`src/hw/rtl/slpl_pkg.sv`:
```
package slpl_pkg;

    localparam int DEPTH  = 1024;
    localparam int IDX_W  = $clog2(DEPTH);
    localparam int CNT_W  = IDX_W + 1;
    localparam int LINE_W = 24;

    typedef enum logic [1:0] {
        ACT_APPEND = 2'd0,
        ACT_GOTO   = 2'd1,
        ACT_CLEAR  = 2'd2,
        ACT_FINISH = 2'd3
    } t_action;

    typedef enum logic [2:0] {
        ST_ACK       = 3'd0,
        ST_SELECTED  = 3'd1,
        ST_DEFERRED  = 3'd2,
        ST_UNCHANGED = 3'd3,
        ST_EMPTY     = 3'd4,
        ST_FULL      = 3'd5
    } t_status;

    typedef struct packed {
        t_action             action;
        logic [LINE_W-1:0]   line_number;
        logic                records_present;
    } t_req;

    typedef struct packed {
        t_status             status;
        logic [IDX_W-1:0]    selected_index;
        logic [LINE_W-1:0]   selected_line;
    } t_rsp;

    typedef struct packed {
        logic                we;
        logic [IDX_W-1:0]    waddr;
        logic [LINE_W-1:0]   wdata;
        logic                re;
        logic [IDX_W-1:0]    raddr;
    } t_mem_req;

endpackage

```
`src/hw/rtl/slpl_ctrl.sv`:
```
module slpl_ctrl (
    input  logic                        i_clk,
    input  logic                        i_rst_n,
    input  logic                        i_start,
    input  slpl_pkg::t_req              i_req,
    output logic                        o_busy,
    input  logic [slpl_pkg::LINE_W-1:0] i_rdata,
    output slpl_pkg::t_mem_req          o_mem,
    output logic                        o_valid,
    output slpl_pkg::t_rsp              o_rsp
);
    import slpl_pkg::*;

    typedef enum logic [4:0] {
        S_IDLE   = 5'b00001,
        S_FWD    = 5'b00010,
        S_BACK   = 5'b00100,
        S_SEARCH = 5'b01000,
        S_FETCH  = 5'b10000
    } t_state;

    t_state             r_state, n_state;
    logic [CNT_W-1:0]   r_count, n_count;
    logic [IDX_W-1:0]   r_idx, n_idx;
    logic [LINE_W-1:0]  r_cur_line, n_cur_line;
    logic [LINE_W-1:0]  r_pending, n_pending;
    logic               r_ready, n_ready;
    logic [CNT_W-1:0]   r_lo, n_lo;
    logic [CNT_W-1:0]   r_hi, n_hi;
    logic [IDX_W-1:0]   r_mid, n_mid;
    logic               r_valid, n_valid;
    t_rsp               r_rsp, n_rsp;

    // goto decode
    logic               go;
    logic               go_ready;
    logic [LINE_W-1:0]  go_line;
    logic [LINE_W-1:0]  diff;
    logic [CNT_W-1:0]   idx_inc;
    logic [CNT_W-1:0]   init_sum;

    // search step (hi is one past the upper bound)
    logic               s_eq;
    logic               s_gt;
    logic [CNT_W-1:0]   s_lo;
    logic [CNT_W-1:0]   s_hi;
    logic [CNT_W:0]     s_sum;
    logic [IDX_W-1:0]   s_idx;

    assign go = i_start && ((i_req.action == ACT_GOTO) ||
                            ((i_req.action == ACT_FINISH) && i_req.records_present &&
                             (r_pending != '0)));
    assign go_ready = r_ready || (i_req.action == ACT_FINISH);
    assign go_line  = (i_req.action == ACT_GOTO) ? i_req.line_number : r_pending;
    assign diff     = go_line - r_cur_line;
    assign idx_inc  = {1'b0, r_idx} + CNT_W'(1);
    assign init_sum = r_count - CNT_W'(1);

    assign s_eq  = (i_rdata == r_cur_line);
    assign s_gt  = (r_cur_line > i_rdata);
    assign s_lo  = s_gt ? ({1'b0, r_mid} + CNT_W'(1)) : r_lo;
    assign s_hi  = s_gt ? r_hi : {1'b0, r_mid};
    assign s_sum = {1'b0, s_lo} + {1'b0, s_hi} - (CNT_W+1)'(1);
    assign s_idx = s_gt ? r_mid : r_idx;

    always_comb begin
        n_state    = r_state;
        n_count    = r_count;
        n_idx      = r_idx;
        n_cur_line = r_cur_line;
        n_pending  = r_pending;
        n_ready    = r_ready;
        n_lo       = r_lo;
        n_hi       = r_hi;
        n_mid      = r_mid;
        n_valid    = 1'b0;
        n_rsp      = r_rsp;
        o_mem      = '0;

        unique case (r_state)
            S_IDLE: begin
                if (go) begin
                    n_valid = 1'b1;
                    n_rsp   = '{status: ST_ACK, selected_index: '0, selected_line: '0};
                    if (i_req.action == ACT_FINISH) begin
                        n_ready = 1'b1;
                    end
                    if (!go_ready) begin
                        n_pending    = go_line;
                        n_rsp.status = ST_DEFERRED;
                    end else if (r_count == '0) begin
                        n_rsp.status = ST_EMPTY;
                    end else begin
                        n_cur_line = go_line;
                        if (diff == LINE_W'(1)) begin
                            if (idx_inc < r_count) begin
                                n_valid     = 1'b0;
                                o_mem.re    = 1'b1;
                                o_mem.raddr = idx_inc[IDX_W-1:0];
                                n_state     = S_FWD;
                            end else begin
                                n_rsp.status = ST_UNCHANGED;
                            end
                        end else if (diff == '1) begin
                            if ((r_idx != '0) && ({1'b0, r_idx} < r_count)) begin
                                n_valid     = 1'b0;
                                o_mem.re    = 1'b1;
                                o_mem.raddr = r_idx;
                                n_state     = S_BACK;
                            end else begin
                                n_rsp.status = ST_UNCHANGED;
                            end
                        end else begin
                            n_valid     = 1'b0;
                            n_idx       = '0;
                            n_lo        = '0;
                            n_hi        = r_count;
                            n_mid       = init_sum[IDX_W:1];
                            o_mem.re    = 1'b1;
                            o_mem.raddr = init_sum[IDX_W:1];
                            n_state     = S_SEARCH;
                        end
                    end
                end else if (i_start) begin
                    n_valid = 1'b1;
                    n_rsp   = '{status: ST_ACK, selected_index: '0, selected_line: '0};
                    unique case (i_req.action)
                        ACT_APPEND: begin
                            if (r_count < CNT_W'(DEPTH)) begin
                                o_mem.we    = 1'b1;
                                o_mem.waddr = r_count[IDX_W-1:0];
                                o_mem.wdata = i_req.line_number;
                                n_count     = r_count + CNT_W'(1);
                            end else begin
                                n_rsp.status = ST_FULL;
                            end
                        end
                        ACT_CLEAR: begin
                            n_count    = '0;
                            n_idx      = '0;
                            n_cur_line = '0;
                            n_pending  = '0;
                            n_ready    = 1'b0;
                        end
                        ACT_FINISH: begin
                            if (i_req.records_present) begin
                                n_ready = 1'b1;
                            end
                        end
                        ACT_GOTO: begin
                            n_rsp.status = ST_ACK;
                        end
                    endcase
                end
            end
            S_FWD: begin
                n_valid = 1'b1;
                n_state = S_IDLE;
                if (i_rdata == r_cur_line) begin
                    n_idx     = idx_inc[IDX_W-1:0];
                    n_pending = '0;
                    n_rsp     = '{status: ST_SELECTED, selected_index: idx_inc[IDX_W-1:0],
                                  selected_line: r_cur_line};
                end else begin
                    n_rsp = '{status: ST_UNCHANGED, selected_index: '0, selected_line: '0};
                end
            end
            S_BACK: begin
                if (i_rdata > r_cur_line) begin
                    n_idx       = r_idx - IDX_W'(1);
                    o_mem.re    = 1'b1;
                    o_mem.raddr = r_idx - IDX_W'(1);
                    n_state     = S_FETCH;
                end else begin
                    n_valid = 1'b1;
                    n_state = S_IDLE;
                    n_rsp   = '{status: ST_UNCHANGED, selected_index: '0, selected_line: '0};
                end
            end
            S_SEARCH: begin
                if (s_eq) begin
                    n_idx     = r_mid;
                    n_pending = '0;
                    n_valid   = 1'b1;
                    n_state   = S_IDLE;
                    n_rsp     = '{status: ST_SELECTED, selected_index: r_mid,
                                  selected_line: i_rdata};
                end else begin
                    n_idx    = s_idx;
                    n_lo     = s_lo;
                    n_hi     = s_hi;
                    o_mem.re = 1'b1;
                    if (s_lo < s_hi) begin
                        n_mid       = s_sum[IDX_W:1];
                        o_mem.raddr = s_sum[IDX_W:1];
                    end else begin
                        o_mem.raddr = s_idx;
                        n_state     = S_FETCH;
                    end
                end
            end
            S_FETCH: begin
                n_pending = '0;
                n_valid   = 1'b1;
                n_state   = S_IDLE;
                n_rsp     = '{status: ST_SELECTED, selected_index: r_idx,
                              selected_line: i_rdata};
            end
            default: begin
                n_state = S_IDLE;
            end
        endcase
    end

    always_ff @(posedge i_clk) begin
        if (!i_rst_n) begin
            r_state    <= S_IDLE;
            r_count    <= '0;
            r_idx      <= '0;
            r_cur_line <= '0;
            r_pending  <= '0;
            r_ready    <= 1'b0;
            r_valid    <= 1'b0;
        end else begin
            r_state    <= n_state;
            r_count    <= n_count;
            r_idx      <= n_idx;
            r_cur_line <= n_cur_line;
            r_pending  <= n_pending;
            r_ready    <= n_ready;
            r_valid    <= n_valid;
        end
    end

    always_ff @(posedge i_clk) begin
        r_lo  <= n_lo;
        r_hi  <= n_hi;
        r_mid <= n_mid;
        r_rsp <= n_rsp;
    end

    assign o_busy  = (r_state != S_IDLE);
    assign o_valid = r_valid;
    assign o_rsp   = r_rsp;

endmodule

```
`config.mk`:
```
export PLATFORM = sky130hd
export DESIGN_NAME = slpl_ctrl
export DESIGN_NICKNAME = d
export VERILOG_FILES = /design/src/hw/rtl/slpl_pkg.sv /design/src/hw/rtl/slpl_ctrl.sv
export SDC_FILE = /design/constraint.sdc
export NUM_CORES = 1
export LEC_CHECK = 0
export BUFFER_PORTS_ARGS = -buffer_cell sky130_fd_sc_hd__buf_2
export CAP_MARGIN = 10
export CORE_MARGIN = 2
export CORE_UTILIZATION = 40
export DETAILED_ROUTE_END_ITERATION = 8
export PLACE_DENSITY = 0.64
export SETUP_SLACK_MARGIN = 0.4
export SLEW_MARGIN = 20
export SYNTH_ARGS = -nofsm -noshare
export SYNTH_HDL_FRONTEND = slang
export SYNTH_SLANG_ARGS = --single-unit
```
`constraint.sdc`:
```
create_clock -name i_clk -period 13.3 [get_ports i_clk]
set_input_delay 1.995 -clock i_clk [delete_from_list [all_inputs] [get_ports i_clk]]
set_output_delay 1.995 -clock i_clk [all_outputs]
set_load 0.005 [all_outputs]
```
Word level (Yosys, flattened, before mapping)
Cells that the tools add are included.
Word-level totals
  output and inout bits: 85
  bits in registers: 145
Cells by class
  magnitude comparators: 6
  $add $sub $neg: 8
  multiplexer cells: 105
  equal/unequal tests: 39
  reduce and logical (&&, ||, !) cells: 29
  bitwise operators: 1
Operator list (number)
  $mux W11: 24
  $mux W24: 9
  $mux W10: 19
  $pmux W37 S5: 1
  $mux W35: 5
  $mux W37: 4
  $pmux W24 S3: 1
  $pmux W11 S2: 3
  $mux W5: 10
  $gt A24 B24 Y1: 2
  $pmux W10 S4: 1
  $mux W36: 1
  $pmux W11 S3: 1
  $ne A3 B3 Y1 const B: 9
  $ne A2 B2 Y1 const B: 13
  $eq A24 B1 Y1 const B: 1
  $eq A24 B24 Y1: 1
  $eq A24 B24 Y1 const B: 1
  $reduce_bool A24 Y1: 1
  $sub A24 B24 Y24: 1
  $add A10 B1 Y11 const B: 2
  $lt A11 B11 Y1: 2
  $sub A11 B1 Y11 const B: 2
  $pmux W10 S2: 1
  39 further kinds: 73

Logic depth before layout (Yosys ltp)
Gate-level depths: netlist of the first run.
  depth after elaboration: 10
  depth in mapped cells: 22
  depth with buffers taken out: 20

Worst setup path after synthesis of the first run
Ideal clock, no wire load.
  path type: input to output
  start point: input port i_req[26] in the netlist's numbering
  end point: output port o_mem[7] in the netlist's numbering
  setup slack: 4.521 ns
  data required time: 11.305 ns
  cell stages on the path: 18
  arrival time: 6.784 ns
  path through: clkbuf_1 -> nor2b_1 -> clkbuf_1 -> clkbuf_1 -> mux2i_1 -> inv_1 -> fa_1 -> a211oi_4 -> o211ai_2 -> nand4_1 -> a31oi_1 -> or3_1 -> or4b_4 -> or4_1 -> buf_4 -> o221ai_4 -> a211o_1 -> o221ai_1
RTL lines
  start, declared: line slpl_ctrl.sv:5  | input slpl_pkg::t_req i_req,
  end, declared: line slpl_ctrl.sv:8  | output slpl_pkg::t_mem_req o_mem,

==> metrics, run 1 <==
fillers 3215; vias per cell 6.07; Post-CTS Setup Bufs 0; Synth async-reset ratio 0%; Seq cells post-synth 145; worst hold path class flip-flop to flip-flop; sequential-to-total area share from yosys stat 28.2%; Antenna Nets Post-Route 0; Cell Rows 65; main flop type after synthesis dfxtp_1; max-slew violations 0; CP Buf/Inv Count 4; f_max 102 MHz; max incr delay on CP 0.93 ns; Slew Limit Headroom 29.7%; CP required 11.31 ns; Die Ht 183 um; Core Region 0.0315 mm^2; CP max stage cell a2111oi_0; global-route wire length before repair 70600 um; CTS H-Tree Depth 4; minimum clock period 9.81 ns; Post-CTS Hold Fix Bufs 0; Routed WL 46100 um; Leakage 0.00588 uW; Most common cell on crit path buf_2; global route overflow 0; Routed WL per cell 21.5 um; Final setup viols 0; initial DRC count 988; Initial Util 40.5%; number of global-route vias before repair 12509; hpwl dp 35700 um; Area Overhead vs Synth 12.7%; CP delay by family, top compound AO/OA/AOI/OAI gates; crit path kind input port to output pin; net count after synthesis 1797; Unique masters post-synth 87; CTS clock-pin slew for the worst setup and hold paths 0.07 ns; vias 12998; CTS tree yes; worst-path fanout max 25; hold wc startpoint r_cur_line[21]; crit path launch i_req[25]; commonest cells after routing, fill and taps aside 166 x nand2_1, 160 x nor2_1, 143 x a21oi_1; drc violations 0; Horiz. Die Dim 183 um; CP Launch Type input port; clock net sink count 145; Hold Slack 0.489 ns; most common cell after layout, fill and taps aside nand2_1; largest net degree at the start of global routing 55; I/O Buffers 138; crit path cell chain buf_2 > nor2b_4 > buf_4 > mux2i_1 > ha_1 > inv_1 > fa_1 > a211oi_4 > o211a_4 > o31ai_2 > a21o_1 > a2111oi_0 > o22ai_1 > or4_1 > o221ai_4 > a211o_1 > o221ai_1 > buf_2; Worst-Margin Slew 1.03 ns; final period utilization 73.8%; unrepaired setup endpoints after global routing false; Reg area 0.00359 mm^2; Fin. Hold Viols 0; Mapped Area 0.0127 mm^2; Resized Gates After CTS 0; Final GP Congestion 0.989; outcome complete, no violations; share of cells above drive strength 1 13.3%; Post-Synthesis Cells 1643; clock buffer depth 2; final setup TNS 0 ns; Yosys warning count 0; Die Area 0.0333 mm^2; initial antenna violation count 3; WP data arrival 7.82 ns; TritonRoute pass-1 iters 5; GRT Total Usage 27.6%; worst skew pair latency 0.45 ns; pwr dens 85.6 mW/mm^2; area of the multi-input gates 0.00847 mm^2; # nets final 1880; clock skew 0.0125 ns; number of enable flip-flop cells after synthesis 69; Max-cap violations 0; Synth Area per Inst 7.76 um^2; io pins 139; Critical Path End Type output pin; root buf cell clkbuf_16; Reg2Reg Launch Point r_cur_line[23]; Worst VDD drop 0.0929 mV; total CTS buffers 17
[sequential cells by signal, summed over array words and instances (netlist names)]
| signal | cells |
|---|---|
| o_rsp | 37 |
| r_cur_line | 24 |
| r_pending | 24 |
| r_count | 11 |
| r_hi | 11 |
| r_lo | 11 |
| r_idx | 10 |
| r_mid | 10 |
| r_state | 5 |
| o_valid | 1 |
| r_ready | 1 |
[routing by layer]
metal | part of all wire, % | global-route usage, % | routed length, um
met3 | 7.5 | 6.51 | 3480
met1 | 42 | 34.4 | 19500
met2 | 45 | 44.7 | 20900
met4 | 4.7 | 13.9 | 2160
met5 | 0.050 | 0 | 23
[through the flow]
stage / cell area (um^2) / total power (uW) / utilization, % / cells / setup WS, ns
3_5_place_dp: 13800 / 757 / 43.8 / 2109 / 3.58
3_3_place_gp: 13800 / 755 / 43.8 / 2109 / 3.59
4_1_cts: 14400 / 1240 / 45.6 / 2141 / 3.57
5_1_grt: 14400 / 1280 / 45.6 / 2141 / 3.16
2_1_floorplan: 12700 / 673 / - / 1643 / 4.52
6_report: 14400 / 1230 / 45.7 / 2142 / 3.49
[cells in the mapped netlist (6+ instances only)]
| cell | number | area, um^2 |
|---|---|---|
| o22ai_1 | 9 | 56.3 |
| buf_2 | 7 | 35.0 |
| buf_1 | 6 | 22.5 |
| a22oi_1 | 14 | 105 |
| nand2b_1 | 18 | 113 |
| o211ai_1 | 15 | 113 |
| o2111ai_1 | 9 | 78.8 |
| o31ai_1 | 8 | 60.1 |
| and2_1 | 42 | 263 |
| xnor2_1 | 39 | 342 |
| nand2_1 | 167 | 627 |
| or3_1 | 17 | 106 |
| inv_1 | 94 | 353 |
| a211o_1 | 7 | 61.3 |
| a21o_1 | 20 | 150 |
| nor2_1 | 162 | 608 |
| a31oi_1 | 11 | 68.8 |
| or4_1 | 8 | 60.1 |
| xor2_1 | 20 | 175 |
| a211oi_1 | 10 | 75.1 |
| o221ai_1 | 9 | 78.8 |
| edfxtp_1 | 69 | 2070 |
| dfxtp_1 | 76 | 1520 |
| mux2i_1 | 62 | 621 |
| nand4_1 | 29 | 181 |
| and4_1 | 8 | 70.1 |
| nor3_1 | 92 | 460 |
| nor4_1 | 22 | 138 |
| o21a_1 | 11 | 82.6 |
| and3_1 | 16 | 100 |
| ha_1 | 98 | 1230 |
| a21oi_1 | 143 | 716 |
| nand3_1 | 48 | 240 |
| clkbuf_1 | 83 | 312 |
| o21ai_0 | 86 | 430 |
[final cells by class]
type	instances	share of cell area, %
antenna	1	0.0174
clock buffer	19	3.01
clock inverter	13	0.949
inverter	95	2.48
multi-input combinational	1304	58.9
sequential	145	25.0
tap	402	3.50
timing repair buffer	163	6.11
[worst register-to-register path, stage by stage, from the launching register on]
cell and delay, ns:
dfxtp_1 0.41, inv_1 0.11, ha_1 0.32, nand4_1 0.12, nor3_1 0.44, and4_1 0.41, o221ai_1 0.30, nand2_1 0.39
buf_4 0.34, nor2_1 0.09, a21oi_1 0.22, inv_1 0.08, ha_1 0.33, a21o_1 0.16, a21o_1 0.17, a211oi_1 0.36
o31ai_1 0.22, nor2_1 0.46, a22oi_1 0.24, nor2_2 0.60
[final timing paths]
kind                    endpoint  slack (ns)  cells after the start
setup / recovery        o_mem[7]        3.49                     18
hold / removal    r_cur_line[21]        0.49                      2
setup reg to reg        r_mid[8]        7.17                     19
hold reg to reg   r_cur_line[21]        0.49                      2
[kinds of logic (layout without fill, tap and decap cells)]
family,after synthesis,after routing,synth area share [%]
DFF,145,145,28.2
and+or+nand+nor,668,668,25.9
buffers and inverters,194,290,5.90
AOI/OAI and AO/OA,414,414,21.1
adders and majority gates,100,100,9.93
xor gates and xnor gates,59,59,4.05
muxes,63,63,4.96
other,0,1,0
[where the power goes]
group          internal [uW]  switching (uW)  leakage, uW  total [uW]
Combinational            101             176      0.00434         278
Clock                    275             203     0.000267         479
Sequential               471            2.78      0.00127         474
Total                    848             382      0.00588        1230
(Power assumes the default switching activity.)
==> inputs of run 2 (changes only) <==
--- a/config.mk
+++ b/config.mk
@@ -5,6 +5,7 @@
 export SDC_FILE = /design/constraint.sdc
 export NUM_CORES = 1
 export LEC_CHECK = 0
+export ABC_AREA = 1
 export BUFFER_PORTS_ARGS = -buffer_cell sky130_fd_sc_hd__buf_2
 export CAP_MARGIN = 10
 export CORE_MARGIN = 2
==> constraint.sdc (replaced) <==
create_clock -name i_clk -period 9.4 [get_ports i_clk]
set_input_delay 1.41 -clock i_clk [delete_from_list [all_inputs] [get_ports i_clk]]
set_output_delay 1.41 -clock i_clk [all_outputs]
set_load 0.005 [all_outputs]
==> run 2 against run 1 <==
Synthesized cell count rose by 13%. Sequential power rose by 47%. Via count is 0.97% lower. Clock-buffer cell count shrank 2. First-iteration DRC count up 19%. Clock skew is 0.0013 ns higher. Non-clock buffer count decreased by 14. Utilization up 0.18 points. Die area shrank 3.2%.
==> metrics, run 2 <==
Largest register FFs 37 (unchanged); Slew Limit Headroom 33.8% (+4.1 points); Core Region 0.0305 mm^2 (-3.1%); CP Buf/Inv Count 3 (-1); Critical Path End Type output pin; Max-cap violations 0 (unchanged); Final GP Congestion 0.970 (-1.9%); drc violations 0 (unchanged); sequential-to-total area share from yosys stat 29.1% (+0.94 points); io pins 139 (unchanged); crit path kind input port to output pin; Fin. Hold Viols 0 (unchanged); most common cell after layout, fill and taps aside nand2_1; minimum clock period 6.91 ns; Synth async-reset ratio 0% (unchanged); sw power 831 uW (+120%); CTS tree yes; Routed WL 42300 um (-8.3%); fillers 3187 (-0.87%); Die Ht 180 um (-1.6%); hpwl dp 33700 um (-5.6%); grt met2 use 39.4% (-5.3 points); Final setup viols 0 (unchanged); Synth Area per Inst 6.66 um^2 (-14%); CTS clock-pin slew for the worst setup and hold paths 0.06 ns (about the same); fin area 0.0140 mm^2 (-2.7%); Leakage 0.00679 uW (+16%); number of global-route vias before repair 11907 (-4.8%); vias 12872 (-0.97%); Seq cells post-synth 145 (unchanged); Resized Gates After CTS 0 (unchanged); I/O Buffers 138 (unchanged); Antenna Nets Post-Route 0 (unchanged); Post-CTS Setup Bufs 0 (unchanged); Mapped Area 0.0123 mm^2 (-3.2%); max-slew violations 0 (unchanged); Horiz. Die Dim 180 um (-1.6%); Sequential Power Share 32.5% (-6.0 points); global route overflow 0 (unchanged); clock net sink count 145 (unchanged); GR Layer Usage met3 5.23% (-1.3 points); GRT Max-Usage Layer met2; f_max 145 MHz; vias per cell 5.43 (-10%); Synth top cells by count 479 x nand2_1, 228 x inv_1, 203 x nor2_1; WP data arrival 5.50 ns (-2.32 ns); clock skew 0.0138 ns (+0.00133 ns); CP max stage cell o21ai_0; Worst VDD drop 0.126 mV (+36%); total CTS buffers 17 (unchanged); root buf cell clkbuf_16; Post-Synthesis Cells 1852 (+13%); Routed WL per cell 17.8 um (-17%); TritonRoute pass-1 iters 6 (+1); worst-path fanout max 62 (+150%); Area after DPL 0.0134 mm^2 (-3.2%); # nets final 2114 (+12%); final setup TNS 0 ns (unchanged); share of cells above drive strength 1 13.0% (-0.32 points); setup ws final 2.49 ns (-0.998 ns); outcome complete, no violations; Area Overhead vs Synth 13.3%; clock buffer depth 2 (unchanged); Post-CTS Hold Fix Bufs 0 (unchanged); Tot Pwr 2150 uW (+75%); area share of the largest cell type after synthesis 16.8% (+0.54 points); Unique masters post-synth 56 (-36%); Initial Util 40.4% (-0.068 points); worst hold path class flip-flop to flip-flop; pwr dens 154 mW/mm^2 (+79%); commonest cells after routing, fill and taps aside 479 x nand2_1, 228 x inv_1, 203 x nor2_1; Worst-Margin Slew 0.987 ns (-0.0411 ns); dominant cell type by area after synthesis edfxtp_1; initial DRC count 1179 (+19%); GRT Total Usage 25.7% (-1.9 points); Most common cell on crit path nand2_1; grt met1 use 36.0% (+1.7 points); utilization after layout 45.8% (+0.18 points); crit path cell chain buf_2 > ha_1 > a21oi_1 > o21ai_0 > nor2_1 > nand3_4 > o21ai_0 > ha_1 > ha_1 > fa_1 > nand2_1 > inv_1 > o21ai_0 > nand2_1 > nand2_1 > nand2_1 > nand2_1 > nand3_1 > nand2_1 > nand3_1 > buf_2; Sw Ratio 38.7% (+7.6 points); main flop type after synthesis dfxtp_1; CP Launch Type input port; count leader, synth nand2_1; global-route wire length before repair 65600 um (-7.0%); max incr delay on CP 0.57 ns (-0.36 ns); CP required 7.99 ns (-3.32 ns); Cell Rows 64 (-1.5%); final period utilization 73.5%; CTS H-Tree Depth 4 (unchanged); unrepaired setup endpoints after global routing false; Die Area 0.0323 mm^2 (-3.2%); worst skew pair latency 0.45 ns (about the same); internal power 1320 uW (+55%); Synth area leaders edfxtp_1 17%, nand2_1 15%, dfxtp_1 12%, ha_1 9.9%, inv_1 6.9%; Setup Slack @ Placement 2.52 ns (-1.05 ns); initial antenna violation count 1 (-2); CP delay by family, top simple AND/OR/NAND/NOR gates; largest net degree at the start of global routing 63 (+15%); Gate power share 33.1% (+11 points); net count after synthesis 2006 (+12%); Yosys warning count 0 (unchanged); Clock Power Share 34.3% (-4.6 points); number of enable flip-flop cells after synthesis 69 (unchanged)
==> run 2: power groups by stage <==
stage          Clock, uW  Sequential (uW)  Combinational, uW
3_5_place_dp           0              713                699
5_1_grt              765              701                804
2_1_floorplan          0              711                512
3_3_place_gp           0              713                692
4_1_cts              744              699                704
6_report             738              699                712
==> run 2: tightest hold or removal path: stages, from the launching register on <==
cell and delay, ns:
dfxtp_1 0.32, nand2_1 0.06, a21oi_1 0.05
==> run 2: through the flow <==
step / hold slack, ns / cells
finish: 0.484 / 2370
global route: 0.500 / 2370
CTS: 0.483 / 2368
detailed placement: 0.474 / 2336
global placement: 0.466 / 2336
floorplan: 0.452 / 1852
==> run 2: logic make-up (layout without fill, tap and decap cells) <==
kind of cell | count (synthesis) | after routing | synth area share, %
simple gates | 932 | 932 | 33.3
buf+inv | 310 | 431 | 9.68
compound gates | 334 | 334 | 15.4
other cells | 0 | 1 | 0
flops | 145 | 145 | 29.1
xor+xnor | 31 | 31 | 2.20
fa+ha+maj | 100 | 100 | 10.3
==> run 2: cell type report <==
cell class                      count  area (um^2)  area share (%)
Sequential cell                   145         3590            25.7
Timing Repair Buffer              149          777            5.56
Clock inverter                     15          188            1.34
Antenna cell                        1         2.50          0.0179
Tap cell                          396          495            3.54
Multi-Input combinational cell   1397         7560            54.1
Inverter                          250          942            6.74
Clock buffer                       17          425            3.04
==> run 2: per-layer routing <==
layer	up-vias	wire length [um]	share of wire (%)
met5	-	0	0
met4	0	1000	2.4
met3	61	3260	7.7
met2	481	18300	43
met1	5950	19700	47
li1	6380	-	-
==> run 2: path summary, 6_finish.rpt <==
check                                    start             to  slack, ns  cells past startpoint
worst max-delay path               i_rdata[23]       o_mem[6]       2.49                     21
worst min-delay path             r_pending[11]  r_pending[11]       0.48                      2
worst max register to register  r_cur_line[21]       r_mid[5]       4.77                     18
worst min register to register   r_pending[11]  r_pending[11]       0.48                      2
